<file path="src/rtl/core/fpsr_pkg.sv">
// ----------------------------------------------------------------------------
// fpsr_pkg
// Shared types and constants of the five-point stencil residual block.
// ----------------------------------------------------------------------------
package fpsr_pkg;

   // Configuration port
   localparam int CSR_ADDR_W = 5;
   localparam int CSR_DATA_W = 32;

   // Register indexes (byte address / 4)
   localparam logic [2:0] REG_GRID_COLS      = 3'd0;
   localparam logic [2:0] REG_GRID_ROWS      = 3'd1;
   localparam logic [2:0] REG_COEF_X         = 3'd2;
   localparam logic [2:0] REG_COEF_Y         = 3'd3;
   localparam logic [2:0] REG_SOURCE_GAIN    = 3'd4;
   localparam logic [2:0] REG_SOURCE_ENABLE  = 3'd5;
   localparam logic [2:0] REG_BOUNDARY_VALUE = 3'd6;

   // Grid limits
   localparam int ROW_LIMIT = 1024;
   localparam int MIN_SIZE  = 3;

   // Fixed-point constants
   localparam logic [63:0] LN2_Q30   = 64'd744261118;
   localparam logic [63:0] ONE_Q30   = 64'd1073741824;
   localparam logic [31:0] TWO_Q30   = 32'h8000_0000;
   localparam logic signed [31:0] LOG2E_Q30 = 32'sd1549082005;
   localparam int EXP_TERMS = 24;

   typedef struct packed {
      logic [10:0]        grid_cols;
      logic [10:0]        grid_rows;
      logic [31:0]        coef_x;
      logic [31:0]        coef_y;
      logic signed [31:0] source_gain;
      logic               source_enable;
      logic signed [31:0] boundary_value;
   } cfg_type;

   localparam cfg_type CFG_RESET = '{
      grid_cols:      11'd5,
      grid_rows:      11'd5,
      coef_x:         32'd65536,
      coef_y:         32'd65536,
      source_gain:    32'sd10240,
      source_enable:  1'b1,
      boundary_value: 32'sd0
   };

   // 2^(k/N) in Q2.30 as a truncated series of exp(t), t = k*ln2/N in Q30
   function automatic logic [31:0] exp_series(input logic [63:0] t);
      logic [63:0] sum;
      logic [63:0] term;
      begin
         sum  = ONE_Q30;
         term = ONE_Q30;
         for (int n = 1; n <= EXP_TERMS; n++) begin
            term = ((term * t) >> 30) / 64'(n);
            sum  = sum + term;
         end
         exp_series = sum[31:0];
      end
   endfunction

endpackage

</file>
<file path="src/rtl/core/fpsr_csr.sv">
// ----------------------------------------------------------------------------
// fpsr_csr
// APB-style configuration registers; always ready, one register per word.
// ----------------------------------------------------------------------------
module fpsr_csr
   import fpsr_pkg::*;
(
   input  logic                  clock,
   input  logic                  reset,
   input  logic                  psel,
   input  logic                  penable,
   input  logic                  pwrite,
   input  logic [CSR_ADDR_W-1:0] paddr,
   input  logic [CSR_DATA_W-1:0] pwdata,
   output logic [CSR_DATA_W-1:0] prdata,
   output logic                  pready,
   output cfg_type               cfg
);

   cfg_type    cfg_ff;
   cfg_type    cfg_in;
   logic [2:0] reg_idx;
   logic       wr_xfer;

   assign reg_idx = paddr[4:2];
   assign wr_xfer = psel && penable && pwrite;
   assign pready  = 1'b1;
   assign cfg     = cfg_ff;

   // write decode
   always_comb begin
      cfg_in = cfg_ff;
      if (wr_xfer) begin
         unique case (reg_idx)
            REG_GRID_COLS:      cfg_in.grid_cols      = pwdata[10:0];
            REG_GRID_ROWS:      cfg_in.grid_rows      = pwdata[10:0];
            REG_COEF_X:         cfg_in.coef_x         = pwdata;
            REG_COEF_Y:         cfg_in.coef_y         = pwdata;
            REG_SOURCE_GAIN:    cfg_in.source_gain    = $signed(pwdata);
            REG_SOURCE_ENABLE:  cfg_in.source_enable  = pwdata[0];
            REG_BOUNDARY_VALUE: cfg_in.boundary_value = $signed(pwdata);
            default: ;
         endcase
      end
   end

   // read mux
   always_comb begin
      unique case (reg_idx)
         REG_GRID_COLS:      prdata = {21'd0, cfg_ff.grid_cols};
         REG_GRID_ROWS:      prdata = {21'd0, cfg_ff.grid_rows};
         REG_COEF_X:         prdata = cfg_ff.coef_x;
         REG_COEF_Y:         prdata = cfg_ff.coef_y;
         REG_SOURCE_GAIN:    prdata = cfg_ff.source_gain;
         REG_SOURCE_ENABLE:  prdata = {31'd0, cfg_ff.source_enable};
         REG_BOUNDARY_VALUE: prdata = cfg_ff.boundary_value;
         default:            prdata = '0;
      endcase
   end

   always_ff @(posedge clock) begin
      if (reset) begin
         cfg_ff <= CFG_RESET;
      end else begin
         cfg_ff <= cfg_in;
      end
   end

endmodule

</file>
<file path="config.mk">
export PLATFORM = sky130hd
export DESIGN_NAME = fpsr_csr
export DESIGN_NICKNAME = d
export VERILOG_FILES = /design/src/rtl/core/fpsr_pkg.sv /design/src/rtl/core/fpsr_csr.sv
export SDC_FILE = /design/constraint.sdc
export NUM_CORES = 1
export LEC_CHECK = 0
export BUFFER_PORTS_ARGS = -buffer_cell sky130_fd_sc_hd__buf_2
export CORE_MARGIN = 1.5
export CORE_UTILIZATION = 25
export DETAILED_ROUTE_END_ITERATION = 10
export PLACE_DENSITY = 0.52
export SYNTH_ARGS = -nofsm -noshare
export SYNTH_HDL_FRONTEND = slang
export SYNTH_SLANG_ARGS = --single-unit
export TNS_END_PERCENT = 100
</file>
<file path="constraint.sdc">
create_clock -name clock -period 1.5 [get_ports clock]
set_clock_uncertainty 0.1 [all_clocks]
set_input_delay 0.075 -clock clock [delete_from_list [all_inputs] [get_ports clock]]
set_output_delay 0.075 -clock clock [all_outputs]
set_load 0.02 [all_outputs]
</file>
# [Word-level counts from Yosys, hierarchy flattened]
# Cells that the tools add are included.
[word_totals] word_cells=24 out_inout_bits=184 reg_bits=151
[op_classes] reduce_logical=10 n_eq_ne=6 muxes=1
[ops] op="$pmux W32 S7" count=1
[ops] op="$reduce_and A2 Y1" count=7
[ops] op="$eq A3 B3 Y1 const B" count=3
[ops] op="$eq A3 B2 Y1 const B" count=2
[ops] op="$eq A3 B1 Y1 const B" count=1
[ops] op="$logic_not A3 Y1" count=1
[ops] op="$logic_and A1 B1 Y1" count=2

# [Logic depth before layout (Yosys ltp)]
# Gate-level depths: netlist (run 1).
[depth] ltp_word=3 mapped_depth=6

# [Least setup slack after synthesis (run 1)]
# Ideal clock, no wire load.
[synth_timing] path_kind="register -> output" start="register cfg_ff, in the netlist cfg[129]" end="output port prdata[0]" t_required_ns=1.325 arrival_ns=1.141 setup_slack_ns=0.184 path_stages_with_launch=4 cell_sequence="dfxtp_1 -> mux2i_1 -> or2_0 -> a31oi_1"
[synth_via] elab_chain_len=1
[synth_rtl] element="from (decl)" line="fpsr_csr.sv:20" source="cfg_type cfg_ff;"
[synth_rtl] element="from (signal assigned)" line="fpsr_csr.sv:65" source="cfg_ff <= cfg_in;"
[synth_rtl] element="$pmux W32 S7" line="fpsr_csr.sv:49" source="unique case (reg_idx)"
[synth_rtl] element="to (decl)" line="fpsr_csr.sv:15" source="output logic [CSR_DATA_W-1:0] prdata,"
# Every way passes these cells.

# [Worst setup path in the final report (run 1)]
[layout_timing] start="register cfg_ff, in the netlist cfg[98]" end="output port prdata[1]"
# The elaborated chain is that of the path after synthesis.

==> results of run 1 <==
## logic make-up after synthesis
family,after synthesis
AO/OA/AOI/OAI,229
buffers and inverters,84
flip-flops,151
multiplexers,129
other,1
AND/OR/NAND/NOR,214
## worst register-to-register path, stage by stage (launching register included)
cell,delay (ps)
dfxtp_1,360
o21ai_0,90
a21oi_1,150
dlygate4sd3_1,560
## cell type report
type,count,area share (%)
inverter,3,0.1090
clock buffer,21,4.553
clock inverter,11,1.865
tap,378,4.577
timing repair buffer,331,22.04
multi-input combinational,573,37.20
sequential,151,29.66
## cells in the final DEF (no fill, tap or decap), types with 3 or more instances in the layout
cell type,n
buf_2,208
mux2i_1,123
dfxtp_1,117
o21ai_0,100
nand2b_1,84
buf_4,68
nand3_1,62
a21oi_1,60
dfxtp_2,34
dlygate4sd3_1,34
nor2b_1,31
o21ai_1,28
o22ai_1,24
nor2_1,21
clkbuf_16,19
buf_12,12
buf_6,6
mux2_2,5
bufinv_16,5
a22oi_2,4
inv_1,3
o22a_1,3
clkbuf_8,3
## worst paths after layout
path	slack (ps)	start	cells past startpoint	end
setup / recovery	-100	cfg[98]$_SDFFE_PP0P_	4	prdata[1]
hold / removal	200	penable	5	cfg[43]$_SDFFE_PP0P_
setup reg to reg	180	cfg[116]$_SDFFE_PP0P_	3	cfg[116]$_SDFFE_PP0P_
hold reg to reg	380	cfg[144]$_SDFFE_PP0P_	2	cfg[144]$_SDFFE_PP0P_
## routing by layer
| layer | vias up | global-route usage [%] |
|---|---|---|
| met4 | 0 | 3.913 |
| li1 | 3405 | - |
| met5 | - | 0 |
| met1 | 3417 | 23.65 |
| met3 | 15 | 3.474 |
| met2 | 209 | 28.24 |
## stage by stage
step	std cells	util (%)
detailed placement	1381	32.03
floorplan	808	-
CTS	1462	36.34
finish	1468	36.79
global route	1468	36.79
global placement	1381	32.03
## power by group through the flow
stage,clock [mW],sequential (mW),combinational [mW]
2_1_floorplan,0,4.18,0.433
3_3_place_gp,0,4.15,0.844
3_5_place_dp,0,4.15,0.844
4_1_cts,4.99,4.06,0.931
5_1_grt,5.20,4.06,1.03
6_report,4.92,4.06,0.966
## what timing repair did
action / in CTS / in global routing
endpoints found under the setup margin: 12 / 17
buffers inserted: 15 / 4
hold buffers: 34 / 0
pin swaps: 5 / 2
resized for setup: 51 / 18
cloned: 0 / 2
hold endpoints to repair: 150 / 0
==> metrics.md, run 1 <==
| Metric | Value |
|---|---|
| Status | finished, violations left |
| Failing checks | setup timing |
| CTS tree | yes |
| Final critical-path required period | 1597 ps |
| Sw power | 2.411 mW |
| RSZ-0062 raised after global routing | yes |
| Crit Path Max Fanout | 3 |
| Antenna cell count | 0 |
| Internal Power | 7.537 mW |
| Sequential fraction of the synthesis area | 41.98% |
| Die width | 172.7 um |
| Clock Latency Late Sink | 420 ps |
| Total power | 9.948 mW |
| Flops & latches, synth | 151 |
| Post-Syn Area | 7201 um^2 |
| Max clock buf depth | 2 |
| Pre-antenna DRT Iters | 6 |
| Setup WS pre-CTS | 98.85 ps |
| Die area | 29830 um^2 |
| Max-slew violations | 0 |
| Grt total ovfl | 0 |
| Seq pwr share | 40.8% |
| Number of port buffers | 222 |
| Starting density of the core | 25.64% |
| Peak supply drop | 693.5 uV |
| Worst Path Required | 1320 ps |
| Die H | 172.7 um |
| Max Cap Viol | 0 |
| Largest cells by area after synthesis | dfxtp_1 42%, mux2i_1 17%, nand2b_1 7.5% |
| Top cells by count, synth | 151 x dfxtp_1, 123 x mux2i_1, 106 x o21ai_0, 86 x nand2b_1, 62 x nand3_1 |
| Sum of negative setup slack | -460.1 ps |
| Number of flip-flops in the largest register | 151 |
| Worst path max stage delay | 330 ps |
| Lkg Pwr | 4.739 nW |
| Xor-xnor portion of the synthesized cell area | 0% |
| Final nets | 1119 |
| Mux cell area share after synthesis | 18.04% |
| Slowest CP cell | dfxtp_2 |
| Clock share of power | 49.4% |
| Wl on met1 | 12790 um |
| Cell family with most CP delay | compound AO/OA/AOI/OAI gates |
| Post-synthesis compound-gate area fraction | 17.06% |
| CTS Sinks | 151 |
| Routed vias | 7046 |
| Drt wl/cell | 18.36 um |
| Combinational fraction of design power | 9.7% |
| DRT antenna net count | 0 |
| I/O pin count | 226 |
| F_max | 626.2 MHz |
| Cell count after synthesis | 808 |
| Asr flop ratio synth | 0% |
| Reg clk slew, reported paths | 60 ps |
| Clock root buffer | clkbuf_16 |
| Net Sw Frac | 24.23% |
| WL final | 26950 um |
| Critical path type | register to output pin |
| Finished Cell Area | 10330 um^2 |
| CTS Buf Count | 17 |
| Area delta synth->final | 43.51% |
| Setup violations, final | 7 |
| Multi-input logic area | 3844 um^2 |
| Vias in the first global route | 6779 |
| HPWL after DPL | 18000 um |
| Initial antenna violation count | 0 |
| Syn nets | 850 |
| Met2 routed WL | 12640 um |
| Number of vias per cell | 4.800 |
| Pin count of the biggest net entering global routing | 67 |
| Core box area | 28090 um^2 |
| Power per Cell Area | 962.7 nW/um^2 |
| Main synth FF type | dfxtp_1 |
| Post-Synth Adder-Cell Area | 0% |
| Placed instance area | 8995 um^2 |
| Storage cell area | 3065 um^2 |
| H-tree depth | 4 |
| Hold Crit Class | input pin to register |
| Max layer used | met4 |
| Post-synth top area share | 41.98% |
| Synth area leader | dfxtp_1 |
| Synth Area in Simple Gates | 17.31% |
| Worst hold slack | 202.7 ps |
| Post-synth EDFFs | 0 |
| Final Hold Vio Count | 0 |
| GP Congestion | 0.7560 |
| Setup crit start kind | register |
| Total Routing Usage GR | 17.37% |
| Drc violations | 0 |
| # rows | 61 |
| First-pass GRT wire length | 40840 um |
| Avg Cell Area, Syn | 8.912 um^2 |
| Worst Path Arrival | 1420 ps |
| Iter 0 DRT Violations | 508 |
| Count of cell types in the netlist | 37 |
| Final setup margin | -97.04 ps |
| Period Utilization, post-route | 106.5% |
| WL met3 | 1302 um |
| Crit-path cells | mux2i_1 > o21ai_1 > a221o_1 > buf_6 |
| Most common cell in the synthesized netlist | dfxtp_1 |
| Largest family of logic cells by synthesized area | multiplexers |
| Fillers | 2952 |
| Yosys warnings | 0 |
| Worst path bufs/invs | 1 |
| Ratio of cells with drive above 1 in the final layout | 35.50% |
| Critical path endpoint category | output pin |
Power figures use the tool's default switching activity.
==> inputs of run 2 (changes only) <==
--- a/config.mk
+++ b/config.mk
@@ -9,7 +9,7 @@
 export CORE_MARGIN = 1.5
 export CORE_UTILIZATION = 25
 export DETAILED_ROUTE_END_ITERATION = 10
-export PLACE_DENSITY = 0.52
+export PLACE_DENSITY = 0.53
 export SYNTH_ARGS = -nofsm -noshare
 export SYNTH_HDL_FRONTEND = slang
 export SYNTH_SLANG_ARGS = --single-unit
==> constraint.sdc (replaced) <==
create_clock -name clock -period 1.9 [get_ports clock]
set_clock_uncertainty 0.1 [all_clocks]
set_input_delay 0.095 -clock clock [delete_from_list [all_inputs] [get_ports clock]]
set_output_delay 0.095 -clock clock [all_outputs]
set_load 0.02 [all_outputs]
==> metrics.md, run 2 (synthesized netlist as in run 1, its figures left out) <==
| Metric | Value |
|---|---|
| Worst Path Required | 1700 ps |
| Critical path type | register to output pin |
| Peak supply drop | 498.1 uV |
| Clock Latency Late Sink | 420 ps |
| Number of vias per cell | 4.768 |
| Post-cts resize count | 0 |
| Worst Tran Pin Value | 865.5 ps |
| Status | complete, no violations |
| Power per Cell Area | 762.8 nW/um^2 |
| GP Congestion | 0.7443 |
| Iter 0 DRT Violations | 473 |
| Pre-antenna DRT Iters | 5 |
| Final critical-path required period | 1710 ps |
| Starting density of the core | 25.64% |
| Ratio of cells with drive above 1 in the final layout | 28.76% |
| Period Utilization, post-route | 89.99% |
| Hold-fix buffers, CTS | 34 |
| Die H | 172.7 um |
| Placed instance area | 8765 um^2 |
| Grt total ovfl | 0 |
| Reg2reg path depth | 3 |
| Max clock buf depth | 2 |
| Area delta synth->final | 34.80% |
| H-tree depth | 4 |
| Postcts setup bufs | 0 |
| DRT antenna net count | 0 |
| Clock root buffer | clkbuf_16 |
| RSZ-0062 raised after global routing | no |
| Final core occ | 34.56% |
| I/O pin count | 226 |
| CTS Buf Count | 17 |
| Die width | 172.7 um |
| Commonest non-fill, non-tap cell in the layout | buf_2 |
| Max Cap Viol | 0 |
| WHS Path Cells | 3 |
| Critical path endpoint category | output pin |
| Hold Crit Class | input pin to register |
| Setup violations, final | 0 |
| Initial antenna violation count | 0 |
| Number of flip-flops in the largest register | 151 |
| CTS tree | yes |
| Pin count of the biggest net entering global routing | 96 |
| Lkg Pwr | 4.394 nW |
| Vias in the first global route | 6528 |
| Finished Cell Area | 9707 um^2 |
| Fillers | 2954 |
| Final Hold Vio Count | 0 |
| Number of port buffers | 222 |
| Drt wl/cell | 17.92 um |
| Reg clk slew, reported paths | 70 ps |
| Worst Path Arrival | 1510 ps |
| Most frequent cells in the layout | 220 x buf_2, 151 x dfxtp_1, 123 x mux2i_1, 106 x o21ai_0, 83 x nand2b_1 |
| Storage cell area | 3023 um^2 |
| Routed vias | 6775 |
| CTS Sinks | 151 |
| Reg2reg setup slack | 580 ps |
| First-pass GRT wire length | 39630 um |
| F_max | 584.8 MHz |
| Total Routing Usage GR | 16.83% |
| Relative max-transition margin | 42.30% |
| Core box area | 28090 um^2 |
| Crit Path Max Fanout | 3 |
| # rows | 61 |
| WL final | 25460 um |
| Sum of negative setup slack | 0 ps |
| Max-slew violations | 0 |
| HPWL after DPL | 17300 um |
| Final nets | 1072 |
| Die area | 29830 um^2 |
| Antenna cell count | 0 |
| Drc violations | 0 |
| Setup crit start kind | register |
| Multi-input logic area | 3806 um^2 |
run 2: final cells by class:
type | count | share of cell area, %
Timing Repair Buffer | 284 | 18.46
Multi-Input combinational cell | 573 | 39.21
Tap cell | 378 | 4.872
Clock buffer | 18 | 4.421
Inverter | 3 | 0.1160
Clock inverter | 14 | 1.779
Sequential cell | 151 | 31.14
run 2: stage by stage:
step	hold slack, ps	cells	total power, mW	worst slack [ps]
after CTS	108.1	1421	7.496	170.1
final	117.3	1421	7.404	190.1
after floorplan	142.7	808	3.645	555.9
after detailed placement	265.4	1355	3.917	182.1
after global routing	130.6	1421	7.690	137.3
after global placement	263.5	1355	3.911	205.9
run 2: routing by layer:
metal	track usage (%)	part of all wire, %	up-vias
li1	-	-	3304
met2	27.08	47	196
met4	3.804	0.93	0
met1	22.86	47	3259
met3	3.848	5.0	16
met5	0	0	-
run 2: worst paths after layout:
check,endpoint,from
worst max register to register,cfg[111]$_SDFFE_PP0P_,cfg[111]$_SDFFE_PP0P_
worst min register to register,cfg[49]$_SDFFE_PP0P_,cfg[49]$_SDFFE_PP0P_
worst min-delay path,cfg[130]$_SDFFE_PP0P_,paddr[4]
worst max-delay path,prdata[0],cfg[129]$_SDFFE_PP1P_
run 2: power breakdown:
part / switching (mW) / internal (mW) / total, mW / leakage (nW)
Combinational: 0.420 / 0.265 / 0.686 / 2.90
Clock: 1.43 / 2.08 / 3.51 / 0.280
Sequential: 0.0201 / 3.19 / 3.21 / 1.22
run 2: critical path: stages (launching register included):
cell and delay, ps:
dfxtp_1 370, mux2i_1 90, or2_0 210, a31oi_1 220
buf_2 200
==> inputs of run 3 (changes only) <==
--- a/config.mk
+++ b/config.mk
@@ -5,6 +5,7 @@
 export SDC_FILE = /design/constraint.sdc
 export NUM_CORES = 1
 export LEC_CHECK = 0
+export ABC_AREA = 1
 export BUFFER_PORTS_ARGS = -buffer_cell sky130_fd_sc_hd__buf_2
 export CORE_MARGIN = 1.5
 export CORE_UTILIZATION = 25
==> metrics.md, run 3 <==
| Metric | Value |
|---|---|
| Post-cts resize count | 0 |
| HPWL after DPL | 17900 um |
| Pre-antenna DRT Iters | 4 |
| Post-Syn Area | 7107 um^2 |
| Die width | 171.6 um |
| Power per Cell Area | 777.8 nW/um^2 |
| Internal Power | 5.439 mW |
| CTS tree | yes |
| Count of cell types in the netlist | 16 |
| Peak supply drop | 412.5 uV |
| Grt total ovfl | 0 |
| Met1 Use GR | 24.78% |
| Clock share of power | 46.7% |
| Setup WS pre-CTS | 258.8 ps |
| DRT antenna net count | 0 |
| GP Congestion | 0.8249 |
| WL final | 26210 um |
| Die area | 29450 um^2 |
| Sw power | 2.014 mW |
| Core box area | 27860 um^2 |
| Multi-input logic area | 3555 um^2 |
| Number of vias per cell | 4.423 |
| Final setup margin | 212.8 ps |
| Hold Crit Class | input pin to register |
| Number of flip-flops in the largest register | 151 |
| Synth area leader | dfxtp_1 |
| Area delta synth->final | 34.82% |
| Total power | 7.453 mW |
| Post-synth top area share | 42.54% |
| Pin count of the biggest net entering global routing | 90 |
| Main synth FF type | dfxtp_1 |
| Combinational fraction of design power | 9.8% |
| Starting density of the core | 25.51% |
| Period Utilization, post-route | 88.80% |
| H-tree depth | 4 |
| Status | complete, no violations |
| CTS Buf Count | 17 |
| Max Cap Viol | 0 |
| Postcts setup bufs | 0 |
| Flops & latches, synth | 151 |
| Setup crit start kind | register |
| Total Routing Usage GR | 17.62% |
| Syn nets | 1174 |
| Crit Path Max Fanout | 3 |
| Drt wl/cell | 15.03 um |
| Net Sw Frac | 27.02% |
| Worst Path Arrival | 1490 ps |
| Worst Path Required | 1700 ps |
| CTS Sinks | 151 |
| Initial antenna violation count | 2 |
| Final core occ | 34.39% |
| Max clock buf depth | 2 |
| I/O pin count | 226 |
| Most frequent cells in the layout | 360 x nand2_1, 301 x nor2_1, 222 x buf_2, 151 x dfxtp_1, 116 x nand3_1 |
| Ratio of cells with drive above 1 in the final layout | 21.90% |
| Yosys warnings | 0 |
| Asr flop ratio synth | 0% |
| Top cells by count, synth | 360 x nand2_1, 301 x nor2_1, 151 x dfxtp_1, 116 x nand3_1, 62 x nand4_1 |
| Met3 Resource Use GR | 3.843% |
| F_max | 592.7 MHz |
| Iter 0 DRT Violations | 542 |
| Drc violations | 0 |
| # rows | 61 |
| Setup violations, final | 0 |
| Commonest non-fill, non-tap cell in the layout | nand2_1 |
| Routed vias | 7714 |
| Critical path type | register to output pin |
| Seq pwr share | 43.5% |
| Sequential fraction of the synthesis area | 42.54% |
| Storage cell area | 3023 um^2 |
| Max-slew violations | 0 |
| Largest cells by area after synthesis | dfxtp_1 43%, nand2_1 19%, nor2_1 16% |
| Clock Latency Late Sink | 420 ps |
| Final nets | 1394 |
| Routing usage on met2 | 26.51% |
| First-pass GRT wire length | 39330 um |
| Sum of negative setup slack | 0 ps |
| Reg clk slew, reported paths | 60 ps |
| Vias in the first global route | 6737 |
| Clock root buffer | clkbuf_16 |
| Post-synth EDFFs | 0 |
| RSZ-0062 raised after global routing | no |
| Fillers | 3022 |
| Cell count after synthesis | 1132 |
| Most Crowded Layer GR | met2 |
| Final Hold Vio Count | 0 |
| Lkg Pwr | 4.671 nW |
| Most common cell in the synthesized netlist | nand2_1 |
| Avg Cell Area, Syn | 6.278 um^2 |
| Die H | 171.6 um |
| Number of port buffers | 222 |
| Critical path endpoint category | output pin |
| Final critical-path required period | 1687 ps |
-- run 3: logic make-up (layout without fill, tap and decap cells) --
group           count (synthesis)  count (layout)  synth area share [%]
flops                         151             151                 42.54
other cells                     1               2               0.05277
buf+inv                       129             362                 7.729
compound gates                  3               3                0.2112
simple gates                  848             848                 49.47
-- run 3: what timing repair did --
action	4_1_cts	5_1_grt
endpoints found under the hold margin	99	0
hold buffers	27	0
endpoints found under the setup margin	0	0
-- run 3: power by group through the flow --
stage | sequential, mW | clock [mW] | combinational [mW]
after floorplan | 3.35 | 0 | 0.374
after detailed placement | 3.31 | 0 | 0.691
after global placement | 3.31 | 0 | 0.686
after CTS | 3.24 | 3.59 | 0.735
after global routing | 3.24 | 3.71 | 0.802
final | 3.24 | 3.48 | 0.731
-- run 3: metal layers --
metal	wire length [um]	vias to the layer above
met5	13	-
met4	373	2
met3	1492	21
met2	11630	219
met1	12700	3486
li1	-	3986
-- run 3: critical path: stages (launching register included) --
cell	delay, ps
dfxtp_1	330
nand4_1	90
nand2_1	60
nor2_1	280
nand2_1	130
buf_2	180
-- run 3: final cells by class --
type / instances / share of cell area, %
clock buffer: 20 / 4.662
clock inverter: 12 / 1.502
tap: 378 / 4.936
timing repair buffer: 282 / 18.31
antenna: 1 / 0.02612
inverter: 48 / 1.920
multi-input combinational: 852 / 37.10
sequential: 151 / 31.55
-- run 3: per-stage QoR --
| step | area, um^2 | hold WS, ps | instances |
|---|---|---|---|
| 2_1_floorplan | 7107 | 121.1 | 1132 |
| 3_3_place_gp | 8718 | 242.2 | 1684 |
| 3_5_place_dp | 8718 | 250.5 | 1684 |
| 4_1_cts | 9579 | 3.983 | 1743 |
| 5_1_grt | 9582 | 26.80 | 1744 |
| 6_report | 9582 | 33.59 | 1744 |
-- run 3: path summary, 6_finish.rpt --
kind	start	to	slack, ps	depth (start not counted)
worst min-delay path	paddr[2]	cfg[32]$_SDFFE_PP1P_	30	4
worst max-delay path	cfg[75]$_SDFFE_PP0P_	prdata[10]	210	5
worst min register to register	cfg[140]$_SDFFE_PP1P_	cfg[140]$_SDFFE_PP1P_	390	2
worst max register to register	cfg[81]$_SDFFE_PP1P_	cfg[81]$_SDFFE_PP1P_	1170	2
